==> src/rtl/core/nrbs_pkg.sv <==
// Shared types and constants for the nearest room bounds search block.
package nrbs_pkg;

  localparam int unsigned CoordW = 16;
  localparam int unsigned EntryW = 4 * CoordW;
  localparam int unsigned CfgIdxW = 2;
  localparam int unsigned CfgDataW = 16;
  localparam int unsigned RoomsCfgW = 7;
  localparam int unsigned SlotW = 6;
  localparam int unsigned KindW = 2;

  localparam logic ACT_WRITE = 1'b0;
  localparam logic ACT_QUERY = 1'b1;

  localparam logic [CfgIdxW-1:0] CFG_ROOMS_IN_USE = 2'd0;
  localparam logic [CfgIdxW-1:0] CFG_NO_ROOM_BOTTOM = 2'd1;

  localparam logic signed [CoordW-1:0] NO_ROOM_BOTTOM_RESET = 16'sd9999;

  localparam logic [KindW-1:0] KIND_SPAN = 2'd0;
  localparam logic [KindW-1:0] KIND_NEAREST = 2'd1;
  localparam logic [KindW-1:0] KIND_NONE = 2'd2;

  typedef enum logic [1:0] {
    ST_IDLE,
    ST_WALK,
    ST_DRAIN,
    ST_FINISH
  } nrbs_state_e;

  typedef struct packed {
    logic start;
    logic wr_en;
    logic rd_en;
    logic load_out;
  } nrbs_cmd_t;

endpackage

==> src/rtl/core/nrbs_ctrl.sv <==
// Controller: accepts words, sequences the table walk and the result register.
module nrbs_ctrl
  import nrbs_pkg::*;
#(
  parameter int unsigned AW = 6,
  parameter int unsigned CW = 7
) (
  input  logic          clk_i,
  input  logic          rst_ni,
  input  logic          in_valid_i,
  output logic          in_stall_o,
  input  logic          action_i,
  input  logic [CW-1:0] count_i,
  output logic          out_valid_o,
  input  logic          out_stall_i,
  input  logic          busy_i,
  output nrbs_cmd_t     cmd_o,
  output logic [AW-1:0] rd_addr_o
);

  nrbs_state_e   state_q, state_d;
  logic [AW-1:0] addr_q, addr_d;
  logic          out_valid_q, out_valid_d;

  always_ff @(posedge clk_i or negedge rst_ni) begin
    if (!rst_ni) begin
      state_q     <= ST_IDLE;
      addr_q      <= '0;
      out_valid_q <= 1'b0;
    end else begin
      state_q     <= state_d;
      addr_q      <= addr_d;
      out_valid_q <= out_valid_d;
    end
  end

  always_comb begin
    state_d     = state_q;
    addr_d      = addr_q;
    cmd_o       = '0;
    in_stall_o  = 1'b1;
    out_valid_d = out_valid_q && out_stall_i;
    case (state_q)
      ST_IDLE: begin
        in_stall_o = 1'b0;
        if (in_valid_i) begin
          if (action_i == ACT_WRITE) begin
            cmd_o.wr_en = 1'b1;
          end else begin
            cmd_o.start = 1'b1;
            addr_d      = '0;
            state_d     = (count_i == '0) ? ST_FINISH : ST_WALK;
          end
        end
      end
      ST_WALK: begin
        cmd_o.rd_en = 1'b1;
        if (addr_q == AW'(count_i - CW'(1))) begin
          state_d = ST_DRAIN;
        end else begin
          addr_d = addr_q + AW'(1);
        end
      end
      ST_DRAIN: begin
        if (!busy_i) begin
          state_d = ST_FINISH;
        end
      end
      ST_FINISH: begin
        if (!out_valid_q || !out_stall_i) begin
          cmd_o.load_out = 1'b1;
          out_valid_d    = 1'b1;
          state_d        = ST_IDLE;
        end
      end
      default: begin
        state_d = ST_IDLE;
      end
    endcase
  end

  assign rd_addr_o   = addr_q;
  assign out_valid_o = out_valid_q;

endmodule

==> config.mk <==
export PLATFORM = sky130hd
export DESIGN_NAME = nrbs_ctrl
export DESIGN_NICKNAME = d
export VERILOG_FILES = /design/src/rtl/core/nrbs_pkg.sv /design/src/rtl/core/nrbs_ctrl.sv
export SDC_FILE = /design/constraint.sdc
export NUM_CORES = 1
export LEC_CHECK = 0
export BUFFER_PORTS_ARGS = -buffer_cell sky130_fd_sc_hd__buf_2
export CAP_MARGIN = 5
export CORE_UTILIZATION = 53
export DETAILED_ROUTE_END_ITERATION = 12
export PLACE_DENSITY = 0.91
export SLEW_MARGIN = 15
export SYNTH_ARGS = -nofsm -noshare
export SYNTH_HDL_FRONTEND = slang
export SYNTH_SLANG_ARGS = --single-unit
==> constraint.sdc <==
create_clock -name clk_i -period 5.3 [get_ports clk_i]
set_input_delay 1.59 -clock clk_i [delete_from_list [all_inputs] [get_ports clk_i]]
set_output_delay 1.59 -clock clk_i [all_outputs]
set_load 0.02 [all_outputs]
==> results summary <==
The combined area of all synthesized cells is about 820 um2. The total nets after synthesis is 109. The number of detailed-route iterations in the first pass came out at 4. The number of max-capacitance violations reported is 0.

The worst-case clock skew came out at 4.58 ps. Ranked by instance count, the synthesized netlist is headed by sky130_fd_sc_hd__dfrtp_1 (9), sky130_fd_sc_hd__nand2_1 (9), sky130_fd_sc_hd__inv_1 (8), sky130_fd_sc_hd__ha_1 (7), sky130_fd_sc_hd__nor2_1 (6). Synthesis handed over a netlist of 89 instances. The post-DP HPWL is 1.47 mm. The total of endpoints with negative setup slack in the final report came out at 0. The share of the Yosys chip area taken by registers is 27.5%. The total detailed-routing wirelength came out at 1.86 mm. The CTS sink count came out at 9. The via count of the first global-routing pass is between 700 and 800.

The die boundary width is 41.3 um. The die is 41.3 um tall. Of the available clock period, the critical path in the final layout requires between 60% and 70%.

The setup slack after layout came out at 1660 ps. The class of the most critical setup path is in -> out. The worst setup path is launched from a primary input. The initial antenna violation count is 0. The post-cts repair resize count came out at 0. At the pin with the least slew margin, the transition time is 680 ps. The Yosys warning count came out at 0. The flow ran to the end, and the final reports show no timing, DRC or antenna violations. The die covers 0.00170 mm2. On the critical path, the stage with the largest delay is an instance of sky130_fd_sc_hd__buf_2.

The class of the tightest hold or removal check is reg -> reg. The initial core utilization is 59.9%. The final-layout setup total negative slack is 0 ps. The cell taking the most area after synthesis is sky130_fd_sc_hd__dfrtp_1. 25 I/O pins were placed. The ratio of cells with drive above 1 in the final layout came out at 31.0%. The leftover overflow at the end of global routing came out at 0. The final count of hold timing violations is 0. The first routing iteration left 9 violations. Subtracting the final worst setup slack from the clock period gives roughly 3600 ps.

The worst stage delay on the critical path came out at between 150 and 200 ps. The endpoint type of the worst setup path is an output port. The area share of the largest cell type after synthesis is 27.5%. The endpoint required time on the critical path came out at 3710 ps.

Global routing used 24.9% of the available tracks. CTS placed an instance of sky130_fd_sc_hd__clkbuf_4 at the clock tree root. The routability-driven placement congestion ratio came out at 0.760.

TritonCTS built the clock tree. The layout overhead on the synthesized area came out at 19.7%. The latest clock arrival within the worst-skew pair is roughly 260 ps.

The total number of nets in the final design is 137. Summed over all cells, the static leakage comes to 0.473 nW. Among the stages of the critical path, the cell type that occurs most often is sky130_fd_sc_hd__buf_2. The DRC violation count after routing is 0. During placement, the flow inserted port buffers numbering 24. After synthesis, the netlist uses 37 different library cells. The final antenna-violating net count is 0. The count of fill cells added during filler insertion is between 100 and 150. In the synthesized netlist the dominant register cell turns out to be sky130_fd_sc_hd__dfrtp_1. Counting flops with an async set or reset pin after synthesis yields a share of 100%. The placeable core region came out at between 0.001 and 0.0015 mm2. The number of clock buffers added by TritonCTS is 3. Averaged over all synthesized cells, the footprint is slightly above 9 um2. The number of synthesized flops with an enable pin came out at 0. The post-detailed-route wirelength per cell is 14.2 um.

The post-synthesis sequential element count is 9. The number of hold-repair buffers added at the cts stage is 0. The number of vias per cell after detailed routing is 5.85. The overall via count from detail_route is 766. After floorplanning, the core was divided into 13 placement rows.

The number of diodes added for antenna fixing came out at 0. Measured against its own limit, the worst slew margin works out to 54.4%. Before CTS, the worst setup slack after placement is 1670 ps.

After clock tree synthesis, the setup repair step added 0 buffers. Setup repair after global routing left no endpoint under its margin. The level count of the clock H-tree came out at 1.

The final number of max-transition violations came out at 0. Clock-pin slew was measured on the worst setup and hold paths at around 60 ps. The data arrival at the endpoint of the critical path came out at 2050 ps. The maximum fanout along the worst path came out at 3.

Ranked by total cell area, the synthesized netlist is headed by sky130_fd_sc_hd__dfrtp_1 (28%), sky130_fd_sc_hd__ha_1 (11%), sky130_fd_sc_hd__xor2_1 (5.4%). The first-pass GRT wire length is 2.76 mm. The critical path goes through buf_2 > a21boi_0 > buf_2.

The maximum clock insertion buffer count is 2. The maximum number of pins on one net before global-route repair came out at 11. The peak clock frequency supported by timing is 0.275 GHz.

The peak supply drop is 280 uV. The cell area power density came out at 427 mW/mm2.
cell families (layout without fill, tap and decap cells):
group,count (synthesis),in the layout,synth area share [%]
AOI/OAI and AO/OA,20,20,21.7
DFF,9,9,27.5
adders and majority gates,7,7,10.7
buffers and inverters,9,36,4.13
xor gates and xnor gates,8,8,8.56
muxes,4,4,5.50
and+or+nand+nor,32,32,21.9
through the flow:
step	util [%]	hold slack, ps	std cells	cell area [um2]	total power [W]
floorplan	-	534	89	818	0.000300
global placement	69.8	504	127	953	0.000354
detailed placement	69.8	516	127	953	0.000365
CTS	71.7	534	131	980	0.000419
global route	71.7	553	131	980	0.000450
finish	71.7	549	131	980	0.000418
worst max-delay path, delay by kind of cell:
kind,cells,cell delay [ps]
buffers and inverters,2,300
AO/OA/AOI/OAI,1,150
layout by cell type (no fill, tap or decap), types with 3 or more instances in the layout:
master / count
sky130_fd_sc_hd__o211ai_1: 3
sky130_fd_sc_hd__inv_1: 8
sky130_fd_sc_hd__xnor2_1: 3
sky130_fd_sc_hd__mux2i_1: 3
sky130_fd_sc_hd__nor3_1: 3
sky130_fd_sc_hd__ha_1: 7
sky130_fd_sc_hd__clkbuf_4: 3
sky130_fd_sc_hd__dfrtp_1: 9
sky130_fd_sc_hd__buf_2: 24
sky130_fd_sc_hd__xor2_1: 5
sky130_fd_sc_hd__nor2_1: 6
sky130_fd_sc_hd__nand2_1: 9
final cells by class:
cell class / instances / area (um2) / share of cell area (%)
well taps: 15 / 18.8 / 1.92
flip-flops and latches: 9 / 225 / 23.0
clock buffers: 4 / 26.3 / 2.68
multi-input cells: 71 / 559 / 57.1
inverters: 8 / 30.0 / 3.07
repair buffers: 24 / 120 / 12.3
where the power goes:
group / switching, W / internal (W)
Sequential: 0.0000236 / 0.0000879
Combinational: 0.000152 / 0.000103
Clock: 0.0000235 / 0.0000290
flip-flops by register name, indices dropped and copies added (netlist names):
signal and flops:
rd_addr_o 6, out_valid_o 1, state_q 2
routing by layer:
layer / share of wire (%) / track usage [%]
met1: 39 / 23.2
met2: 55 / 52.7
met5: 0 / 0
met4: 0 / 0
met3: 5.2 / 9.57
worst paths after layout:
check,start,end,slack [ps],cells past startpoint
hold reg to reg,out_valid_o,out_valid_o,550,1
hold / removal,out_valid_o,out_valid_o,550,1
setup / recovery,out_stall_i,cmd_o[0],1660,3
max in group asynchronous,rst_ni,state_q[0],3950,1
min in group asynchronous,rst_ni,rd_addr_o[2],1170,1
setup reg to reg,state_q[0],rd_addr_o[4],3200,8
Note: power is estimated with default switching activity, not from simulation.
