### src/rtl/core/nrbs_pkg.sv
// Shared types and constants for the nearest room bounds search block.
package nrbs_pkg;

  localparam int unsigned CoordW = 16;
  localparam int unsigned EntryW = 4 * CoordW;
  localparam int unsigned CfgIdxW = 2;
  localparam int unsigned CfgDataW = 16;
  localparam int unsigned RoomsCfgW = 7;
  localparam int unsigned SlotW = 6;
  localparam int unsigned KindW = 2;

  localparam logic ACT_WRITE = 1'b0;
  localparam logic ACT_QUERY = 1'b1;

  localparam logic [CfgIdxW-1:0] CFG_ROOMS_IN_USE = 2'd0;
  localparam logic [CfgIdxW-1:0] CFG_NO_ROOM_BOTTOM = 2'd1;

  localparam logic signed [CoordW-1:0] NO_ROOM_BOTTOM_RESET = 16'sd9999;

  localparam logic [KindW-1:0] KIND_SPAN = 2'd0;
  localparam logic [KindW-1:0] KIND_NEAREST = 2'd1;
  localparam logic [KindW-1:0] KIND_NONE = 2'd2;

  typedef enum logic [1:0] {
    ST_IDLE,
    ST_WALK,
    ST_DRAIN,
    ST_FINISH
  } nrbs_state_e;

  typedef struct packed {
    logic start;
    logic wr_en;
    logic rd_en;
    logic load_out;
  } nrbs_cmd_t;

endpackage

### src/rtl/core/nrbs_datapath.sv
// Datapath: room table, two-stage compare pipeline, best picks and result register.
module nrbs_datapath
  import nrbs_pkg::*;
#(
  parameter int unsigned MAX_ROOMS = 64,
  parameter int unsigned AW = 6
) (
  input  logic                     clk_i,
  input  logic                     rst_ni,
  input  nrbs_cmd_t                cmd_i,
  input  logic [AW-1:0]            rd_addr_i,
  input  logic [SlotW-1:0]         room_slot_i,
  input  logic signed [CoordW-1:0] rect_left_i,
  input  logic signed [CoordW-1:0] rect_top_i,
  input  logic signed [CoordW-1:0] rect_right_i,
  input  logic signed [CoordW-1:0] rect_bottom_i,
  input  logic signed [CoordW-1:0] point_x_i,
  input  logic signed [CoordW-1:0] point_y_i,
  input  logic signed [CoordW-1:0] no_room_bottom_i,
  output logic                     busy_o,
  output logic signed [CoordW-1:0] out_left_o,
  output logic signed [CoordW-1:0] out_top_o,
  output logic signed [CoordW-1:0] out_right_o,
  output logic signed [CoordW-1:0] out_bottom_o,
  output logic [KindW-1:0]         match_kind_o
);

  logic [EntryW-1:0] mem_q [MAX_ROOMS];
  logic [EntryW-1:0] rd_q, ent2_q, p1_best_q, p2_best_q;
  logic              v1_q, v2_q, p1_hit_q, p2_vld_q;
  logic signed [CoordW-1:0] px_q, py_q;
  logic [2*CoordW-1:0] sqx_q, sqy_q;
  logic [2*CoordW:0]   p2_d_q;
  logic signed [CoordW-1:0] out_left_q, out_top_q, out_right_q, out_bottom_q;
  logic [KindW-1:0]    kind_q;

  logic slot_ok;
  assign slot_ok = 32'(room_slot_i) < 32'(MAX_ROOMS);

  always_ff @(posedge clk_i) begin
    if (cmd_i.wr_en && slot_ok) begin
      mem_q[AW'(room_slot_i)] <= {rect_left_i, rect_top_i, rect_right_i, rect_bottom_i};
    end
    if (cmd_i.rd_en) begin
      rd_q <= mem_q[rd_addr_i];
    end
  end

  // stage one: span test, bottom distance, clamped offsets and their squares
  logic signed [CoordW-1:0] r_l, r_t, r_r, r_b, best_b, cx, cy;
  logic signed [CoordW:0]   dby, dbb, dx, dy;
  logic [CoordW:0]          abs_by, abs_bb;
  logic [CoordW-1:0]        adx, ady;
  logic [2*CoordW-1:0]      sqx_d, sqy_d;
  logic                     p1_take;

  always_comb begin
    r_l    = rd_q[4*CoordW-1:3*CoordW];
    r_t    = rd_q[3*CoordW-1:2*CoordW];
    r_r    = rd_q[2*CoordW-1:CoordW];
    r_b    = rd_q[CoordW-1:0];
    best_b = p1_best_q[CoordW-1:0];
    dby    = {py_q[CoordW-1], py_q} - {r_b[CoordW-1], r_b};
    dbb    = {py_q[CoordW-1], py_q} - {best_b[CoordW-1], best_b};
    abs_by = dby[CoordW] ? (CoordW+1)'(-dby) : (CoordW+1)'(dby);
    abs_bb = dbb[CoordW] ? (CoordW+1)'(-dbb) : (CoordW+1)'(dbb);
    p1_take = v1_q && (r_l <= px_q) && (px_q <= r_r) && (abs_by < abs_bb);
    if (px_q < r_l) begin
      cx = r_l;
    end else if (px_q > r_r) begin
      cx = r_r;
    end else begin
      cx = px_q;
    end
    if (py_q < r_t) begin
      cy = r_t;
    end else if (py_q > r_b) begin
      cy = r_b;
    end else begin
      cy = py_q;
    end
    dx    = {px_q[CoordW-1], px_q} - {cx[CoordW-1], cx};
    dy    = {py_q[CoordW-1], py_q} - {cy[CoordW-1], cy};
    adx   = dx[CoordW] ? CoordW'(-dx) : CoordW'(dx);
    ady   = dy[CoordW] ? CoordW'(-dy) : CoordW'(dy);
    sqx_d = {{CoordW{1'b0}}, adx} * {{CoordW{1'b0}}, adx};
    sqy_d = {{CoordW{1'b0}}, ady} * {{CoordW{1'b0}}, ady};
  end

  // stage two: squared distance compare
  logic [2*CoordW:0] d_sum;
  logic              p2_take;
  assign d_sum   = {1'b0, sqx_q} + {1'b0, sqy_q};
  assign p2_take = v2_q && (!p2_vld_q || (d_sum < p2_d_q));

  always_ff @(posedge clk_i or negedge rst_ni) begin
    if (!rst_ni) begin
      v1_q     <= 1'b0;
      v2_q     <= 1'b0;
      p1_hit_q <= 1'b0;
      p2_vld_q <= 1'b0;
    end else begin
      v1_q <= cmd_i.rd_en;
      v2_q <= v1_q;
      if (cmd_i.start) begin
        p1_hit_q <= 1'b0;
        p2_vld_q <= 1'b0;
      end else begin
        if (p1_take) p1_hit_q <= 1'b1;
        if (p2_take) p2_vld_q <= 1'b1;
      end
    end
  end

  always_ff @(posedge clk_i) begin
    sqx_q  <= sqx_d;
    sqy_q  <= sqy_d;
    ent2_q <= rd_q;
    if (cmd_i.start) begin
      px_q      <= point_x_i;
      py_q      <= point_y_i;
      p1_best_q <= {rect_left_i, rect_top_i, rect_right_i, no_room_bottom_i};
    end else if (p1_take) begin
      p1_best_q <= rd_q;
    end
    if (p2_take) begin
      p2_best_q <= ent2_q;
      p2_d_q    <= d_sum;
    end
  end

  // result register
  logic [EntryW-1:0] res;
  logic [KindW-1:0]  kind_d;
  always_comb begin
    if (!p2_vld_q) begin
      res    = p1_best_q;
      kind_d = KIND_NONE;
    end else if (p1_hit_q) begin
      res    = p1_best_q;
      kind_d = KIND_SPAN;
    end else begin
      res    = p2_best_q;
      kind_d = KIND_NEAREST;
    end
  end

  always_ff @(posedge clk_i) begin
    if (cmd_i.load_out) begin
      out_left_q   <= res[4*CoordW-1:3*CoordW];
      out_top_q    <= res[3*CoordW-1:2*CoordW];
      out_right_q  <= res[2*CoordW-1:CoordW];
      out_bottom_q <= res[CoordW-1:0];
      kind_q       <= kind_d;
    end
  end

  assign busy_o       = v1_q || v2_q;
  assign out_left_o   = out_left_q;
  assign out_top_o    = out_top_q;
  assign out_right_o  = out_right_q;
  assign out_bottom_o = out_bottom_q;
  assign match_kind_o = kind_q;

endmodule

### config.mk
export PLATFORM = sky130hd
export DESIGN_NAME = nrbs_datapath
export DESIGN_NICKNAME = d
export VERILOG_FILES = /design/src/rtl/core/nrbs_pkg.sv /design/src/rtl/core/nrbs_datapath.sv
export SDC_FILE = /design/constraint.sdc
export NUM_CORES = 2
export LEC_CHECK = 0
export BUFFER_PORTS_ARGS = -buffer_cell sky130_fd_sc_hd__clkbuf_2
export CORE_MARGIN = 4
export CORE_UTILIZATION = 63
export CTS_CLUSTER_SIZE = 8
export DETAILED_ROUTE_END_ITERATION = 8
export PLACE_DENSITY = 0.83
export RECOVER_POWER = 50
export SLEW_MARGIN = 20
export SYNTH_ARGS = -nofsm -noshare
export SYNTH_HDL_FRONTEND = slang
export SYNTH_SLANG_ARGS = --single-unit
### constraint.sdc
create_clock -name clk_i -period 15 [get_ports clk_i]
set_clock_uncertainty 0.1 [all_clocks]
set_input_delay 0 -clock clk_i [delete_from_list [all_inputs] [get_ports clk_i]]
set_output_delay 0 -clock clk_i [all_outputs]
set_load 0.02 [all_outputs]
==> flow_metrics.tcl <==
set metrics [dict create \
    status "finished with violations" \
    violations "DRC, capacitance limit, slew limit" \
    synth-edff-count 4419 \
    cts_setup_buffers 0 \
    portBuffers 196 \
    clk_latency_ns 1.10 \
    routabilityCongestion 0.944 \
    root_buffer "clkbuf_16" \
    drc 1 \
    synthTopCellsByCount "edfxtp_1, mux4_2, inv_1" \
    critPathMaxFanout 15 \
    clock_path_buffers 4 \
    whs_path_depth 4 \
    synthTopCellsByArea "edfxtp_1, mux4_2, fa_1, ha_1, dfxtp_1" \
    seq_area_frac_synth_pct 70.9 \
    ioPinCount 197 \
    synth.avg_cell_area_sq_um 20.4 \
    antenna_found_initial 80 \
    rsz0062_at_grt "no" \
    layout.nets 11100 \
    reg2reg_from "py_q[1]$_DFFE_PP_" \
    die_h_microns 558 \
    wl_microns 674000 \
    first_global_vias 113000 \
    max_freq_mhz 73.6 \
    drtPass1Iterations 9 \
    synth_area_sq_um 191000 \
    synth_top_cell_by_area "edfxtp_1" \
    core.rowCount 201 \
    hold_end "mem_q[54][55]$_DFFE_PP_" \
    drive_gt1_share_pct 23.8 \
    syn_inst 9370 \
    regArea_sq_um 135000 \
    fin_crit_ns 13.58 \
    start_kind "register" \
    area_growth_pct 14.1 \
    cap_violations 70 \
    final-setup-viol-count 0 \
    clk_pin_slew_ns 0.05 \
    r2r-end "sqy_q[31]$_DFF_P_" \
    nFillCells 16000 \
    async_flop_share_pct 0.0879 \
    initial_utilization_pct 63.5 \
    htree_levels 6 \
    yosysWarnings 0 \
    period_share_pct 90.6 \
    num_vias 112000 \
    wl_per_cell_microns 46.5 \
    hold_path_class "input pin to register" \
    multi_input_area_sq_um 52300 \
    grt_pass1_wl_microns 929000 \
    vias_per_cell 7.74 \
    synth_top_cell_area_share_pct 69.5 \
    clock_sinks 4549 \
    grt_max_degree 142 \
    drt_iter0_markers 23800 \
    critPathKind "register to register" \
    cp.arrival_ns 14.39 \
    worstHoldStart "room_slot_i[4]" \
    ant_nets 0 \
    cts_tree "yes" \
    synth-main-ff-cell "edfxtp_1" \
    dieArea_sq_um 312000 \
    slew_viol_final 4548 \
    yosysMostFrequentCell "edfxtp_1" \
    ys_ff_latch 4549 \
    setup_tns_ns 0 \
    track_usage_pct 43.8 \
    numCtsBuffers 639 \
    rr_worst_depth 51 \
    max_stage_delay_ns 0.57 \
    design.core.area_sq_um 301000 \
    place_hpwl_microns 330000 \
    crit_top_cell "fa_1" \
    cp_slowest_cell "edfxtp_1" \
    yosys.cell_types.count 85 \
    hold_viol 0 \
    max-slew-margin-rel_pct -409 \
    die_x_microns 558 \
    crit_path_end_kind "register" \
    syn-num-nets 10200 \
    worstPathRequired_ns 15.80 \
    tightest_slew_ns 7.63 \
    grt-ovfl-total 0 \
    reg2reg_slack_ns 1.42 \
]
==> critical path, delay by kind of cell, from the launching register on <==
kind	cells	cell delay (ns)
AOI/OAI and AO/OA	17	4.38
xor gates and xnor gates	3	0.86
buffers and inverters	9	1.40
DFF	1	0.57
and+or+nand+nor	9	1.14
muxes	3	0.78
adders and majority gates	10	4.22
==> cell usage in the layout (no fill, tap or decap), types with 62 or more instances in the layout <==
cell type / n
buf_4: 200
clkbuf_1: 229
xor2_1: 62
a21o_1: 64
nor2_1: 260
dfxtp_1: 126
dlygate4sd3_1: 202
fa_1: 332
o21ai_0: 140
clkbuf_16: 641
a21oi_1: 122
nand2_1: 399
inv_1: 616
clkbuf_2: 80
diode_2: 97
edfxtp_1: 4419
xnor2_1: 120
mux4_2: 1344
ha_1: 385
nor2_4: 63
==> stage by stage <==
stage          hold WS (ns)  setup WS, ns  area (sq um)  cells  utilization, %
2_1_floorplan        -0.396          3.39        191000   9370               -
3_3_place_gp         -0.257          1.82        198000  13400            65.8
3_5_place_dp         -0.260          1.87        198000  13400            65.8
4_1_cts             0.00234          1.69        218000  14400            72.4
5_1_grt              0.0230         0.651        218000  14400            72.3
6_report             0.0747          1.42        218000  14500            72.4
==> repair_timing <==
action,CTS,global route
hold endpoints to repair,3848,324
resized for setup,0,0
hold buffers,196,6
==> state kept, by name, summed over array words and instances (netlist names), 2 cells and up <==
register / cells
mem_q: 4096
ent2_q: 64
p1_best_q: 64
p2_best_q: 64
rd_q: 64
p2_d_q: 33
sqx_q: 31
sqy_q: 31
out_bottom_o: 16
out_left_o: 16
out_right_o: 16
out_top_o: 16
px_q: 16
py_q: 16
match_kind_o: 2
==> metal layers <==
| layer | vias to the layer above | GRT usage, % | share of wire [%] |
|---|---|---|---|
| met5 | - | 0.154 | 0.062 |
| met4 | 56 | 31.7 | 9.6 |
| met3 | 3849 | 16.0 | 16 |
| met2 | 13600 | 64.7 | 45 |
| met1 | 55400 | 53.8 | 29 |
| li1 | 39200 | - | - |
==> cell type report <==
class	count	area share [%]
clock inverters	60	0.663
flip-flops and latches	4549	62.1
diodes	97	0.111
repair buffers	651	2.19
well taps	3958	2.27
multi-input cells	3818	24.0
clock buffers	721	7.50
inverters	634	1.09
==> logic make-up (layout without fill, tap and decap cells) <==
| logic type | Yosys count | count (layout) | share of synthesized area (%) |
|---|---|---|---|
| and+or+nand+nor | 987 | 987 | 2.27 |
| xor gates and xnor gates | 185 | 185 | 0.863 |
| AOI/OAI and AO/OA | 510 | 510 | 1.71 |
| adders and majority gates | 717 | 717 | 6.01 |
| other | 0 | 97 | 0 |
| muxes | 1419 | 1419 | 16.3 |
| DFF | 4549 | 4549 | 70.9 |
| buffers and inverters | 1003 | 2066 | 1.98 |
==> worst max-delay path by stage <==
| stage | from | cells after the start | slack [ns] | to |
|---|---|---|---|---|
| 2_1_floorplan | px_q[1]$_DFFE_PP_ | 52 | 3.39 | sqx_q[31]$_DFF_P_ |
| 3_3_place_gp | py_q[1]$_DFFE_PP_ | 51 | 1.82 | sqy_q[29]$_DFF_P_ |
| 3_5_place_dp | py_q[1]$_DFFE_PP_ | 51 | 1.87 | sqy_q[31]$_DFF_P_ |
| 4_1_cts | py_q[1]$_DFFE_PP_ | 51 | 1.69 | sqy_q[31]$_DFF_P_ |
| 5_1_grt | py_q[1]$_DFFE_PP_ | 46 | 0.65 | sqy_q[29]$_DFF_P_ |
| 6_report | py_q[1]$_DFFE_PP_ | 51 | 1.42 | sqy_q[31]$_DFF_P_ |
Power is not shown: default switching activity piles up to over one toggle a cycle in this logic, so the estimate is an artifact.
